### src/rtl/set_assoc_lru_value_cache_top_assert.svh
// Assertion shorthands shared by the cache RTL.
// Each macro expects signals named clk and arst_n in the using scope.
`ifndef SET_ASSOC_LRU_VALUE_CACHE_TOP_ASSERT_SVH
`define SET_ASSOC_LRU_VALUE_CACHE_TOP_ASSERT_SVH

// Same-cycle implication
`define SALVC_ASSERT_NOW(lbl, ante, cons, msg) \
	lbl: assert property (@(posedge clk) disable iff (!arst_n) (ante) |-> (cons)) \
		else $error(msg);

// Next-cycle implication
`define SALVC_ASSERT_NEXT(lbl, ante, cons, msg) \
	lbl: assert property (@(posedge clk) disable iff (!arst_n) (ante) |=> (cons)) \
		else $error(msg);

`endif

### src/rtl/salvc_ram.sv
module salvc_ram #(
	parameter int WIDTH = 8,
	parameter int DEPTH = 16,
	localparam int AW = (DEPTH > 1) ? $clog2(DEPTH) : 1
) (
	input  logic             clk,
	input  logic             we,
	input  logic [AW-1:0]    waddr,
	input  logic [WIDTH-1:0] wdata,
	input  logic             re,
	input  logic [AW-1:0]    raddr,
	output logic [WIDTH-1:0] rdata
);

	logic [WIDTH-1:0] mem [DEPTH];

	// Write port
	always_ff @(posedge clk) begin
		if (we) begin
			mem[waddr] <= wdata;
		end
	end

	// Registered read port
	always_ff @(posedge clk) begin
		if (re) begin
			rdata <= mem[raddr];
		end
	end

endmodule

### config.mk
export PLATFORM = sky130hd
export DESIGN_NAME = salvc_ram
export DESIGN_NICKNAME = d
export VERILOG_FILES = /design/src/rtl/set_assoc_lru_value_cache_top_assert.svh /design/src/rtl/salvc_ram.sv
export SDC_FILE = /design/constraint.sdc
export NUM_CORES = 1
export LEC_CHECK = 0
export ABC_AREA = 1
export BUFFER_PORTS_ARGS = -buffer_cell sky130_fd_sc_hd__buf_2
export CORE_ASPECT_RATIO = 1.75
export CORE_UTILIZATION = 23
export DETAILED_ROUTE_END_ITERATION = 8
export HOLD_SLACK_MARGIN = 0.12
export SKIP_LAST_GASP = 1
export SYNTH_ARGS = -nofsm -noshare
export SYNTH_HDL_FRONTEND = slang
export SYNTH_SLANG_ARGS = --single-unit
### constraint.sdc
create_clock -name clk -period 0.95 [get_ports clk]
set_input_delay 0.0475 -clock clk [delete_from_list [all_inputs] [get_ports clk]]
set_output_delay 0.0475 -clock clk [all_outputs]
set_load 0.005 [all_outputs]
==> flow_summary.yaml <==
run_status:
  outcome: "finished, violations left"
  failed_checks: "negative setup slack"
layout:
  drive_gt1_share_pct: 25.71
  nNetsFinal: 653
  antenna_cells: 0
  fin_util_pct: 31.10
  area_delta_synth_final_pct: 31.99
cts:
  cts_setup_buffers: 0
  cts_buffers: 25
  root_buffer: "clkbuf_16"
  cts_htree_levels: 4
  clk_latency_ns: 0.47
  cts_tree: "yes"
  cts_buffer_depth: 3
  cts.sinks: 136
  clk_pin_slew_worst_paths_ns: 0.06
die:
  ioPinCount: 27
  core_area_um2: 24820
  die-height_um: 212.9
  start_util_pct: 23.56
  dieArea_um2: 26090
  rows: 76
  die_w_um: 122.5
grt:
  antenna_found_initial: 0
  grt_max_degree: 44
  grt_pass1_vias: 3927
  grt_pass1_wl_mm: 21.53
  grt-ovfl-total: 0
  gr-usage-all-layers_pct: 11.56
timing:
  finalSetupViolCount: 16
  drv_slew: 0
  finalWorstSetupSlack_ns: -0.1340
  fmax_ghz: 0.9225
  final.min_clock_period_ns: 1.084
  slew_headroom_pct: 58.14
  rsz0062_at_grt: "yes"
  tightest_slew_ns: 0.6273
  fin_tns_setup_ns: -1.476
  skew_ns: 0.01096
  post-route-period-util_pct: 114.1
  hold_viol: 0
flow_run:
  drv_cap: 0
synthesis:
  synth_top_cell_by_area: "edfxtp_1"
  avgSynthCellArea_um2: 10.61
  yosys_warnings: 0
  ys_ff_latch: 136
  synth-edff-count: 136
  syn_area_um2: 5847
  yosys-top-cells-count: "nand2_1 (173), edfxtp_1 (136), inv_1 (100)"
  syn_nets: 570
  yosysMostFrequentCell: "nand2_1"
  ys_seq_area_share_pct: 69.85
  synth_top_cell_area_share_pct: 69.85
  synthFlopType: "edfxtp_1"
  synth_async_sr_flop_share_pct: 0
  syn_inst: 551
  synth_area_leaders: "edfxtp_1 (70%), nand2_1 (11%), nand3_1 (8.3%)"
  yosys.cell_types.count: 11
placement:
  gp_congestion: 0.7744
  io_buffers: 26
  dpl.hpwl_mm: 9.747
critical_path:
  crit_fanout: 1
  crit_path_max_incr_delay_ns: 0.35
  cp-start-kind: "flop"
  critical_path_class: "flop to flop"
  cp_cell_sequence: "inv_1 -> nand2_1 -> nand3_2 -> nand3_2 -> nand3_4 -> nand2_2"
  slowest_stage: "edfxtp_1"
  end_kind: "flop"
  worst_path_most_repeated_cell: "nand3_2"
  crit_buf_inv: 1
  crit_family: "simple AND/OR/NAND/NOR gates"
  required_ns: 1.17
  critPathArrivalTime_ns: 1.30
route:
  vias_per_cell: 4.175
  vias: 3966
  wire_per_inst_um: 14.94
  drtIter0Drc: 167
  drt_pass1_iterations: 4
  ant_nets: 0
  drc_errors: 0
  wl_mm: 14.19
power:
  vdd.ir_drop.worst_mv: 0.8771
  power_density_nw_per_um2: 1972
  power_leakage_nw: 3.263
worst_hold_path:
  hp-class: "primary input to flop"
## routing by layer
metal	vias up	part of all wire, %	global-route usage, %
met1	1878	35	11.01
met5	-	0	0
li1	1936	-	-
met2	107	54	20.90
met3	45	4.3	2.350
met4	0	6.2	9.504
## cell families after synthesis
group / count (synthesis) / share of synthesized area, %
simple gates: 289 / 20.76
flops: 136 / 69.85
buf+inv: 126 / 9.394
## stage by stage
stage	hold WS (ns)	cells	cell area [um2]	total power, mW	setup slack (ns)
after floorplan	0.1464	551	5852	7.394	-0.04834
after global placement	0.4247	910	6631	7.846	-0.3671
after detailed placement	0.4260	910	6631	7.861	-0.3980
after CTS	0.1319	950	7590	15.31	-0.1595
after global routing	0.1623	950	7717	15.69	-0.1937
final	0.1456	950	7717	15.22	-0.1340
## layout by cell type, fill, tap and decap left out
cell           Yosys  final
clkinvlp_4         0      1
inv_1            100     98
nand2_2            0      8
clkbuf_1           0      1
nand2_1          173    165
nand3_4            0      5
edfxtp_1         136    136
bufinv_16          0      1
clkbuf_16          0     25
dlygate4sd3_1      0      9
inv_2              2      4
nand3_1           97     45
buf_2             13     26
nand3b_1           2      2
buf_12             0      7
nor2_1            17     15
buf_4              4     38
nand3_2            0     47
nor2_2             0      2
clkinv_1           0      3
## registers in the layout (all words and copies together) (netlist names)
name and cells:
rdata 8, mem 128
## power by group
group          internal (mW)  leakage, nW  switching [mW]
combinational          0.399         1.70           0.689
sequential              6.77         1.24          0.0338
clock                   4.91        0.328            2.41
total                   12.1         3.26            3.14
## timing repair
item,CTS,global route
gates cloned,0,0
gates resized for setup,37,30
hold buffers,9,0
endpoints found under the hold margin,136,0
setup endpoints to repair,16,16
pin swaps,30,29
## worst paths after layout
kind         startpoint       end  slack (ns)  cells after the start
max           mem[4][4]  rdata[4]       -0.13                      6
min            raddr[3]  rdata[2]        0.15                      4
max reg2reg   mem[4][4]  rdata[4]       -0.13                      6
min reg2reg  mem[11][0]  rdata[0]        0.75                      6
## cell type report
type / instances / area [um2]
repair buffers: 80 / 645.6
clock buffers: 26 / 629.4
inverters: 102 / 382.9
clock inverters: 5 / 48.80
fillers: 2429 / 17100
multi-input cells: 289 / 1536
flip-flops and latches: 136 / 4084
well taps: 312 / 390.4
## tightest hold or removal path: cells and delay by family
kind | cells | cell delay (ns)
and+or+nand+nor | 2 | 0.13
buffers and inverters | 2 | 0.32
Power figures use the tool's default switching activity.
