**config.mk**
```make
export PLATFORM = sky130hd
export DESIGN_NAME = salvc_way_upd
export DESIGN_NICKNAME = d
export VERILOG_FILES = /design/src/rtl/set_assoc_lru_value_cache_top_assert.svh /design/src/rtl/salvc_pkg.sv /design/src/rtl/salvc_way_upd.sv
export SDC_FILE = /design/constraint.sdc
export NUM_CORES = 1
export LEC_CHECK = 0
export ABC_AREA = 1
export BUFFER_PORTS_ARGS = -buffer_cell sky130_fd_sc_hd__buf_2
export CORE_AREA = 2 2 320 322
export DETAILED_ROUTE_END_ITERATION = 8
export DIE_AREA = 0 0 322 324
export GPL_TIMING_DRIVEN = 0
export SYNTH_ARGS = -nofsm -noshare
export SYNTH_HDL_FRONTEND = slang
export SYNTH_SLANG_ARGS = --single-unit
```
**constraint.sdc**
```tcl
create_clock -name vclk -period 4
set_clock_uncertainty 0.05 [all_clocks]
set_input_delay 0.8 -clock vclk [all_inputs]
set_output_delay 0.8 -clock vclk [all_outputs]
set_load 0.05 [all_outputs]
```
**src/rtl/set_assoc_lru_value_cache_top_assert.svh**
```systemverilog
// Assertion shorthands shared by the cache RTL.
// Each macro expects signals named clk and arst_n in the using scope.
`ifndef SET_ASSOC_LRU_VALUE_CACHE_TOP_ASSERT_SVH
`define SET_ASSOC_LRU_VALUE_CACHE_TOP_ASSERT_SVH

// Same-cycle implication
`define SALVC_ASSERT_NOW(lbl, ante, cons, msg) \
	lbl: assert property (@(posedge clk) disable iff (!arst_n) (ante) |-> (cons)) \
		else $error(msg);

// Next-cycle implication
`define SALVC_ASSERT_NEXT(lbl, ante, cons, msg) \
	lbl: assert property (@(posedge clk) disable iff (!arst_n) (ante) |=> (cons)) \
		else $error(msg);

`endif

```
**src/rtl/salvc_pkg.sv**
```systemverilog
package salvc_pkg;

	// Payload widths
	localparam int PC_W      = 64;
	localparam int DATA_W    = 32;
	localparam int KEY_SHIFT = 2;
	localparam int KEY_W     = PC_W - KEY_SHIFT;

	// Operation codes
	localparam logic FUNC_LOOKUP = 1'b0;
	localparam logic FUNC_UPDATE = 1'b1;

	// Outcome of one set access, from the way logic to the sequencer
	typedef struct packed {
		logic                     wr;
		logic                     hit;
		logic signed [DATA_W-1:0] diff_out;
	} salvc_res_t;

endpackage

```
**src/rtl/salvc_way_upd.sv**
```systemverilog
module salvc_way_upd import salvc_pkg::*; #(
	parameter int ASSOC = 4,
	parameter int TAG_W = 54,
	localparam int RANK_W = (ASSOC > 1) ? $clog2(ASSOC) : 1
) (
	input  logic                               func,
	input  logic [TAG_W-1:0]                   tag_in,
	input  logic signed [DATA_W-1:0]           diff_in,
	input  logic [ASSOC-1:0]                   valid_rd,
	input  logic [ASSOC-1:0][TAG_W-1:0]        tag_rd,
	input  logic [ASSOC-1:0][DATA_W-1:0]       value_rd,
	input  logic [ASSOC-1:0][RANK_W-1:0]       rank_rd,
	output logic [ASSOC-1:0]                   valid_wr,
	output logic [ASSOC-1:0][TAG_W-1:0]        tag_wr,
	output logic [ASSOC-1:0][DATA_W-1:0]       value_wr,
	output logic [ASSOC-1:0][RANK_W-1:0]       rank_wr,
	output salvc_res_t                         res
);

	localparam int WAY_W = (ASSOC > 1) ? $clog2(ASSOC) : 1;
	localparam int OLD_W = RANK_W + 1;
	localparam logic [RANK_W-1:0] LAST_RANK = RANK_W'(ASSOC - 1);
	localparam logic [OLD_W-1:0]  OLD_NONE  = OLD_W'(ASSOC);

	logic [ASSOC-1:0] match;
	logic             hit;
	logic             full;
	logic [WAY_W-1:0] hit_way;
	logic [WAY_W-1:0] free_way;
	logic [WAY_W-1:0] lru_way;
	logic [WAY_W-1:0] tgt;
	logic [OLD_W-1:0] old;

	// Tag compare and way selection
	always_comb begin
		match    = '0;
		hit_way  = '0;
		free_way = '0;
		lru_way  = '0;
		for (int i = 0; i < ASSOC; i++) begin
			match[i] = valid_rd[i] && (tag_rd[i] == tag_in);
		end
		// scan downwards so the lowest way wins
		for (int i = ASSOC - 1; i >= 0; i--) begin
			if (match[i]) begin
				hit_way = WAY_W'(i);
			end
			if (!valid_rd[i]) begin
				free_way = WAY_W'(i);
			end
			// in a full set the ranks are a permutation, so the oldest is unique
			if (rank_rd[i] == LAST_RANK) begin
				lru_way = WAY_W'(i);
			end
		end
		hit  = |match;
		full = &valid_rd;
		if (hit) begin
			tgt = hit_way;
		end else if (full) begin
			tgt = lru_way;
		end else begin
			tgt = free_way;
		end
	end

	// Build the write-back row: age younger ways, refresh the target
	always_comb begin
		old      = valid_rd[tgt] ? {1'b0, rank_rd[tgt]} : OLD_NONE;
		valid_wr = valid_rd;
		tag_wr   = tag_rd;
		value_wr = value_rd;
		rank_wr  = rank_rd;
		for (int i = 0; i < ASSOC; i++) begin
			if ((WAY_W'(i) != tgt) && valid_rd[i] && ({1'b0, rank_rd[i]} < old)) begin
				rank_wr[i] = rank_rd[i] + 1'b1;
			end
		end
		rank_wr[tgt] = '0;
		if (func == FUNC_UPDATE) begin
			valid_wr[tgt] = 1'b1;
			tag_wr[tgt]   = tag_in;
			value_wr[tgt] = diff_in;
		end
		res.hit      = hit;
		res.wr       = (func == FUNC_UPDATE) || hit;
		res.diff_out = ((func == FUNC_LOOKUP) && hit) ? $signed(value_rd[hit_way]) : '0;
	end

endmodule
```
==> key figures, run 1 <==
Placement
  • Hpwl dp: 129000 um
  • Dpl cell area: 17300 sq um
  • Cells after DPL: 4742
  • Gp weighted congestion: 0.999
  • Port bufs: 826

Routing
  • Via count: 22000
  • Total Routed Length: 149000 um
  • WL/cell: 30.6 um
  • Initial DRC Count: 1810
  • Post-route antenna net violation count: 0
  • Pre-antenna DRT Iters: 6
  • Vias per cell: 4.51
  • DRC: 0

Cells and area
  • Fin util: 0.221
  • Area taken by multi-input logic gates: 11000 sq um
  • Share of layout cells above drive strength 1: 0.435
  • CLK BUF: 0
  • Final instance area: 22300 sq um
  • NumNets Final: 3995
  • Reg area: 0 sq um
  • Fillers: 11800
  • Synth-to-Final Area Change: 98.1%
  • Sequential cell count: 0
  • Fin cells: 4867

Critical path
  • Crit path kind: primary input to output port
  • Crit end category: output port
  • Worst path required time: 3.15 ns
  • Critical Path Source: tag_in[6]
  • Worst Setup Start Kind: primary input
  • Crit path to: rank_wr[7]
  • Crit-path max FO: 7
  • Critical path arrival: 4.02 ns

Synthesis
  • Post-synthesis simple-gate area fraction: 0.539
  • Largest family of logic cells by synthesized area: simple AND/OR/NAND/NOR gates
  • Synth Area in Adders: 0.00889
  • Mapped Cells: 2607
  • Synth Area in XOR/XNOR: 0.0179
  • Synth Warn #: 0
  • Largest cells by area after synthesis: nand2_1 39%, inv_1 12%, o21ai_0 11%, nor2_1 8.2%, o21ai_1 7.8%
  • Post-synth top area share: 0.391
  • Post-synthesis compound-gate area fraction: 0.240
  • Register area share after synthesis: 0
  • Post-synthesis cell area: 11300 sq um
  • Synth unique cells: 38
  • Commonest cells post-synth: 1172 x nand2_1, 346 x inv_1, 247 x nor2_1, 247 x o21ai_0, 175 x o21ai_1
  • Top-count cell post-synth: nand2_1
  • Mapped Nets: 3058
  • Multiplexer share of the synthesized area: 0
  • Avg Cell Area, Syn: 4.32 sq um
  • Cell taking the most area after synthesis: nand2_1

STA
  • Max_slew headroom: 0.416
  • Slew Viols, Final: 0
  • Final setup vio count: 388
  • Min setup slack post-route: -0.866 ns
  • Final Cycle Share: 1.22
  • Tightest Pin Transition: 0.876 ns
  • Fin. Hold Viols: 0
  • Final setup TNS: -189.93 ns
  • RSZ-0062 raised after global routing: true
  • Final worst path period need: 4.87 ns
  • Fmax: 205 MHz

Die
  • Die Ht: 324 um
  • Width of the die: 322 um
  • Starting density of the core: 0.111
  • Die area: 104000 sq um
  • Core area: 101000 sq um
  • I/O pins: 833
  • Site Rows: 117

Power
  • VDD IR max: 0.0937 mV
  • Leakage: 12.4 nW
  • Cell area power density: 178 nW/um^2
  • Switching part of the total: 0.722
  • Net Switching: 2.86 mW
  • Power share of the clock group: 0
  • Power share of the combinational group: 1.000
  • Flop pwr share: 0
  • Internal power: 1.10 mW

Global route
  • Pin count of the biggest net entering global routing: 11
  • Gr usage total: 0.268
  • Number of global-route vias before repair: 20100
  • First-pass GRT wire length: 187000 um
  • Initial antenna violation count: 43
  • Grt ovf: 0

Hold path
  • Worst Hold Class: primary input to output port
  • Hold Crit Depth: 4

Run status
  • Status: complete, but fails checks
  • Failing checks: setup timing

Flow run
  • Max-Cap Viols: 0

CTS
  • Hold_buf cts: 0
==> metrics by stage <==
step / total power [mW] / worst slack [ns] / hold slack (ns)
floorplan: 1.99 / -0.229 / 1.76
global placement: 3.39 / -1.79 / 1.96
detailed placement: 3.39 / -1.77 / 1.96
CTS: 3.77 / -0.808 / 1.92
global route: 4.12 / -0.979 / 1.95
finish: 3.96 / -0.866 / 1.92
==> layer usage <==
layer / global-route usage / wire length, um / up-vias
met5: 0 / 201 / -
met4: 0.0816 / 6600 / 30
met3: 0.0511 / 12100 / 248
met2: 0.474 / 71500 / 1276
met1: 0.325 / 58600 / 10400
li1: - / - / 9974
==> power groups by stage <==
stage | Clock [mW] | Sequential (mW) | Combinational (mW)
2_1_floorplan | 0 | 0 | 1.99
3_3_place_gp | 0 | 0 | 3.39
3_5_place_dp | 0 | 0 | 3.39
4_1_cts | 0 | 0 | 3.77
5_1_grt | 0.000000201 | 0 | 4.12
6_report | 0.000000411 | 0 | 3.96
==> final cells by class <==
type,instances,area share
Tap cell,1309,0.0734
Buffer,100,0.0572
Timing Repair Buffer,941,0.293
Antenna cell,16,0.00180
Inverter,399,0.0793
Multi-Input combinational cell,2102,0.495
==> kinds of logic (layout without fill, tap and decap cells) <==
group | after synthesis | in the layout
AO/OA/AOI/OAI | 538 | 538
XOR/XNOR | 23 | 23
adder cells (fa/ha/maj) | 8 | 8
buffers and inverters | 505 | 1440
other | 0 | 16
AND/OR/NAND/NOR | 1533 | 1533
==> timing repair <==
action | in CTS | in global routing
gates cloned | 5 | 3
setup endpoints to repair | 388 | 388
pin swaps | 118 | 56
buffers inserted | 81 | 26
resized for setup | 839 | 443
==> worst min-delay path by stage <==
stage,from,to,slack (ns)
after floorplan,rank_rd[0],rank_wr[0],1.76
after global placement,value_rd[40],value_wr[40],1.96
after detailed placement,value_rd[71],value_wr[71],1.96
after CTS,value_rd[30],value_wr[30],1.92
after global routing,value_rd[30],value_wr[30],1.95
final,value_rd[30],value_wr[30],1.92
==> worst max-delay path, stage by stage <==
cell and delay, ns:
clkbuf_16 0.15, inv_8 0.12, nand2_1 0.10, nand2_4 0.13, nor2_1 0.07, nand2_1 0.06
nor2_1 0.04, nand2_1 0.11, nor2_1 0.05, nand2_1 0.12, nand2_2 0.10, nor2_4 0.23
nand2_4 0.12, nand2_8 0.17, nand3_4 0.09, nand2_4 0.09, nor2_8 0.05, or3_4 0.47
ha_4 0.29, inv_2 0.03, nor2_2 0.08, nand2_2 0.11, nand3_2 0.10, nand2_2 0.06
nor2_4 0.09, buf_8 0.15
==> placed cells by master, fill, tap and decap left out, drive strengths merged <==
master    count
and2          2
o22ai         3
nand2      1182
clkinv        6
buf         990
o21ai       423
or2           4
a21oi       110
nor2        263
or3           1
clkbuf       48
ha            8
xnor2        16
clkinvlp      6
o211ai        1
o32ai         1
nand3        39
bufbuf        3
nand4        26
nor3          8
inv         387
xor2          7
nand3b        7
diode        16
nor2b         1
Note: power is estimated with default switching activity, not from simulation.
==> inputs of run 2 (changes only) <==
--- a/config.mk
+++ b/config.mk
@@ -11,6 +11,7 @@
 export DETAILED_ROUTE_END_ITERATION = 8
 export DIE_AREA = 0 0 322 324
 export GPL_TIMING_DRIVEN = 0
+export RECOVER_POWER = 100
 export SYNTH_ARGS = -nofsm -noshare
 export SYNTH_HDL_FRONTEND = slang
 export SYNTH_SLANG_ARGS = --single-unit
==> run 2 against run 1 <==
The flow still finishes with violations (setup timing). Via count hardly changed. Power hardly changed. Worst setup slack hardly changed. Sequential share of layout area stayed put. Critical endpoint unchanged.
==> key figures, run 2 (synthesized netlist as in run 1, its figures left out) <==
Hold path
  • Worst Hold Class: primary input to output port

Placement
  • Dpl cell area: 17300 sq um
  • Port bufs: 826
  • Gp weighted congestion: 0.999
  • Hpwl dp: 129000 um

Routing
  • DRC: 0
  • Via count: 22000
  • WL/cell: 30.6 um
  • Pre-antenna DRT Iters: 6
  • Initial DRC Count: 1808
  • Post-route antenna net violation count: 0
  • Vias per cell: 4.51
  • Total Routed Length: 149000 um

Global route
  • Gr usage total: 0.268
  • First-pass GRT wire length: 187000 um
  • Initial antenna violation count: 43
  • Pin count of the biggest net entering global routing: 11
  • Grt ovf: 0
  • Number of global-route vias before repair: 20100

Run status
  • Failing checks: setup timing
  • Status: complete, but fails checks

Die
  • Die area: 104000 sq um
  • Die Ht: 324 um
  • I/O pins: 833
  • Width of the die: 322 um
  • Core area: 101000 sq um
  • Site Rows: 117
  • Starting density of the core: 0.111

CTS
  • Hold_buf cts: 0

STA
  • Final worst path period need: 4.87 ns
  • Slew Viols, Final: 0
  • Final Cycle Share: 1.22
  • Final setup vio count: 388
  • Max_slew headroom: 0.416
  • Min setup slack post-route: -0.866 ns
  • RSZ-0062 raised after global routing: true
  • Fmax: 206 MHz
  • Fin. Hold Viols: 0
  • Tightest Pin Transition: 0.876 ns

Cells and area
  • Final instance area: 22300 sq um
  • CLK BUF: 0
  • Share of layout cells above drive strength 1: 0.435
  • Commonest non-fill, non-tap cells in the layout: 983 x nand2_1, 630 x buf_2, 332 x inv_1
  • Fin util: 0.221
  • NumNets Final: 3995
  • Reg area: 0 sq um
  • Synth-to-Final Area Change: 98.1%
  • Sequential cell count: 0
  • Commonest non-fill, non-tap cell in the layout: nand2_1

Critical path
  • Crit end category: output port
  • Critical path arrival: 4.02 ns
  • Crit path kind: primary input to output port
  • Worst path required time: 3.15 ns
  • Worst Setup Start Kind: primary input
  • Crit-path max FO: 7

Power
  • Leakage: 12.3 nW
  • Cell area power density: 178 nW/um^2
  • VDD IR max: 0.0937 mV
  • Total Power: 3.96 mW

Flow run
  • Max-Cap Viols: 0
[run 2: changes by cell type in the layout (fill, tap and decap cells not counted)]
| cell | delta |
|---|---|
| clkbuf_2 | +1 |
| buf_2 | -2 |
| clkbuf_1 | +1 |
[run 2: metrics by stage]
stage          setup WS [ns]  hold slack, ns  TNS [ns]  instances
2_1_floorplan         -0.229            1.76    -12.62       2607
3_3_place_gp           -1.79            1.96   -481.06       4742
3_5_place_dp           -1.77            1.96   -484.44       4742
4_1_cts               -0.808            1.92   -190.07       4825
5_1_grt               -0.979            1.95   -225.25       4857
6_report              -0.866            1.92   -189.83       4867
[run 2: power by group]
| group | total (mW) | leakage, nW | switching (mW) | internal [mW] |
|---|---|---|---|---|
| clock | 0.000000414 | 0.000104 | 0 | 0.000000414 |
| combinational | 3.96 | 12.3 | 2.86 | 1.10 |
| sequential | 0 | 0 | 0 | 0 |
| total | 3.96 | 12.3 | 2.86 | 1.10 |
[run 2: area by class of cell]
type,count,area (sq um)
repair buffers,941,6540
diodes,16,40.0
plain buffers,100,1280
multi-input cells,2102,11000
fillers,11900,78700
inverters,399,1770
well taps,1309,1640
[run 2: final timing paths]
kind                          from  cells past startpoint           end  slack (ns)
worst min-delay path  value_rd[30]                      4  value_wr[30]        1.92
worst max-delay path     tag_in[6]                     26    rank_wr[7]       -0.87
[run 2: worst max-delay path: stages]
cell and delay [ns]:
clkbuf_16 0.15, inv_8 0.12, nand2_1 0.10, nand2_4 0.13, nor2_1 0.07, nand2_1 0.06, nor2_1 0.04, nand2_1 0.11
nor2_1 0.05, nand2_1 0.12, nand2_2 0.10, nor2_4 0.23, nand2_4 0.12, nand2_8 0.17, nand3_4 0.09, nand2_4 0.09
nor2_8 0.05, or3_4 0.47, ha_4 0.29, inv_2 0.03, nor2_2 0.08, nand2_2 0.11, nand3_2 0.10, nand2_2 0.06
nor2_4 0.09, buf_8 0.15
[run 2: repair_timing]
action,CTS,global route
setup endpoints to repair,388,388
resized for setup,839,443
endpoints found under the hold margin,0,0
buffers inserted,81,26
cloned,5,3
pin swaps,118,56
[run 2: layer usage]
metal / GRT usage / routed length, um / vias up
li1: - / - / 9974
met1: 0.325 / 58600 / 10400
met2: 0.474 / 71500 / 1265
met3: 0.0511 / 12100 / 248
met4: 0.0816 / 6590 / 30
met5: 0 / 201 / -
==> inputs of run 3 (changes only) <==
--- a/config.mk
+++ b/config.mk
@@ -6,7 +6,7 @@
 export NUM_CORES = 1
 export LEC_CHECK = 0
 export ABC_AREA = 1
-export BUFFER_PORTS_ARGS = -buffer_cell sky130_fd_sc_hd__buf_2
+export BUFFER_PORTS_ARGS = -buffer_cell sky130_fd_sc_hd__buf_4
 export CORE_AREA = 2 2 320 322
 export DETAILED_ROUTE_END_ITERATION = 8
 export DIE_AREA = 0 0 322 324
==> run 3 against run 2 <==
Global-route usage is 0.25 points lower. Die area unchanged. The run still ends with setup timing left. Fmax shrank 0.45%. Routed wire length rose by 1.4%. Sequential share of layout area unchanged. Via count increased by 0.26%. Clock-buffer cell count stayed put. Cell area up 9.8%. Utilization up 2.2 points. First-iteration DRC count rose by 3.0%. Combinational power rose by 8.6%. Non-clock buffer count shrank 30.
==> key figures, run 3 (synthesized netlist as in run 1, its figures left out) <==
Cells and area
  • Sequential cell count: 0
  • Fin util: 0.242
  • Synth-to-Final Area Change: 118%
  • NumNets Final: 3966
  • Fin cells: 4830
  • Share of layout cells above drive strength 1: 0.453
  • Final instance area: 24500 sq um
  • Commonest non-fill, non-tap cell in the layout: nand2_1
  • Reg area: 0 sq um
  • CLK BUF: 0
  • Commonest non-fill, non-tap cells in the layout: 994 x nand2_1, 673 x buf_4, 332 x inv_1

Placement
  • Pre-CTS WS: -1.65 ns
  • Dpl cell area: 19400 sq um
  • Port bufs: 826
  • Hpwl dp: 130000 um
  • Gp weighted congestion: 0.984
  • Cells after DPL: 4742

Hold path
  • Hold Crit Depth: 4
  • Hold Startpoint: value_rd[89]
  • Hold endpoint: value_wr[89]
  • Worst Hold Class: primary input to output port

Critical path
  • Crit end category: output port
  • Critical path arrival: 4.04 ns
  • Worst Setup Start Kind: primary input
  • Crit path kind: primary input to output port
  • Worst path required time: 3.15 ns
  • Crit-path max FO: 5

STA
  • RSZ-0062 raised after global routing: true
  • Fin. Hold Viols: 0
  • Slew Viols, Final: 0
  • Max_slew headroom: 0.473
  • Worst hold slack: 1.90 ns
  • Min setup slack post-route: -0.888 ns
  • Fmax: 205 MHz
  • Final Cycle Share: 1.22
  • Final worst path period need: 4.89 ns
  • Final setup vio count: 388
  • Tightest Pin Transition: 0.790 ns

Global route
  • Gr usage total: 0.265
  • First-pass GRT wire length: 186000 um
  • Grt ovf: 0
  • Initial antenna violation count: 17
  • Number of global-route vias before repair: 20400
  • Pin count of the biggest net entering global routing: 11

Power
  • Switching part of the total: 0.678
  • Leakage: 13.0 nW
  • Cell area power density: 176 nW/um^2
  • Flop pwr share: 0
  • Power share of the clock group: 0
  • Net Switching: 2.92 mW
  • Power share of the combinational group: 1.000
  • Internal power: 1.38 mW
  • VDD IR max: 0.0843 mV

Die
  • Core area: 101000 sq um
  • Starting density of the core: 0.111
  • Die area: 104000 sq um
  • Site Rows: 117
  • Width of the die: 322 um
  • I/O pins: 833
  • Die Ht: 324 um

Routing
  • Vias per cell: 4.56
  • Post-route antenna net violation count: 0
  • Initial DRC Count: 1863
  • Pre-antenna DRT Iters: 7
  • DRC: 0
  • WL/cell: 31.3 um
  • Via count: 22000
  • Total Routed Length: 151000 um

Run status
  • Status: complete, but fails checks
  • Failing checks: setup timing

Flow run
  • Max-Cap Viols: 0

CTS
  • Hold_buf cts: 0
run 3: repair_timing:
item / in CTS / in global routing
pin swaps: 59 / 65
endpoints found under the setup margin: 388 / 388
hold endpoints to repair: 0 / 0
gates cloned: 3 / 16
resized for setup: 471 / 726
buffers inserted: 35 / 28
run 3: worst max-delay path by stage:
stage | from | to | slack (ns)
after floorplan | tag_in[15] | rank_wr[2] | -0.23
after global placement | tag_in[48] | tag_wr[109] | -1.62
after detailed placement | tag_in[48] | tag_wr[109] | -1.65
after CTS | tag_in[45] | rank_wr[5] | -0.79
after global routing | tag_in[41] | rank_wr[1] | -0.98
final | tag_rd[64] | rank_wr[1] | -0.89
run 3: metrics by stage:
| stage | power, mW | TNS [ns] |
|---|---|---|
| 4_1_cts | 3.97 | -174.89 |
| 5_1_grt | 4.47 | -215.63 |
| 2_1_floorplan | 1.99 | -12.62 |
| 3_5_place_dp | 3.70 | -451.19 |
| 6_report | 4.30 | -164.95 |
| 3_3_place_gp | 3.70 | -454.72 |
run 3: layer usage:
layer,vias up,GRT usage,share of wire
met5,-,0,0.00098
met3,232,0.0499,0.073
met4,22,0.0786,0.041
li1,9922,-,-
met1,10600,0.324,0.40
met2,1234,0.468,0.48
run 3: final cells by class:
class	instances	area, sq um
Antenna cell	8	20.0
Buffer	104	1420
Fill cell	11600	76500
Multi-Input combinational cell	2102	11500
Timing Repair inverter	1	8.76
Inverter	399	1750
Timing Repair Buffer	907	8200
Tap cell	1309	1640
run 3: critical path: stages:
cell      delay [ns]
buf_4           0.13
inv_1           0.06
nand2_2         0.13
nand2_1         0.07
nand3b_1        0.22
nor2_2          0.23
nand2_2         0.10
nor2_4          0.12
nand3_1         0.13
nand2_1         0.11
inv_2           0.06
nand2_8         0.10
clkinv_8        0.09
buf_12          0.13
nand2_4         0.05
o22ai_2         0.05
or3_4           0.47
ha_4            0.29
inv_2           0.03
nor2_2          0.10
nand2_2         0.11
nand3_2         0.10
nand2_2         0.07
nor2_4          0.11
buf_8           0.15
run 3: power by group through the flow:
stage	registers (mW)	clock network, mW	logic (mW)
after global placement	0	0	3.70
after CTS	0	0	3.97
after global routing	0	0.000000168	4.47
after detailed placement	0	0	3.70
final	0	0.000000178	4.30
after floorplan	0	0	1.99
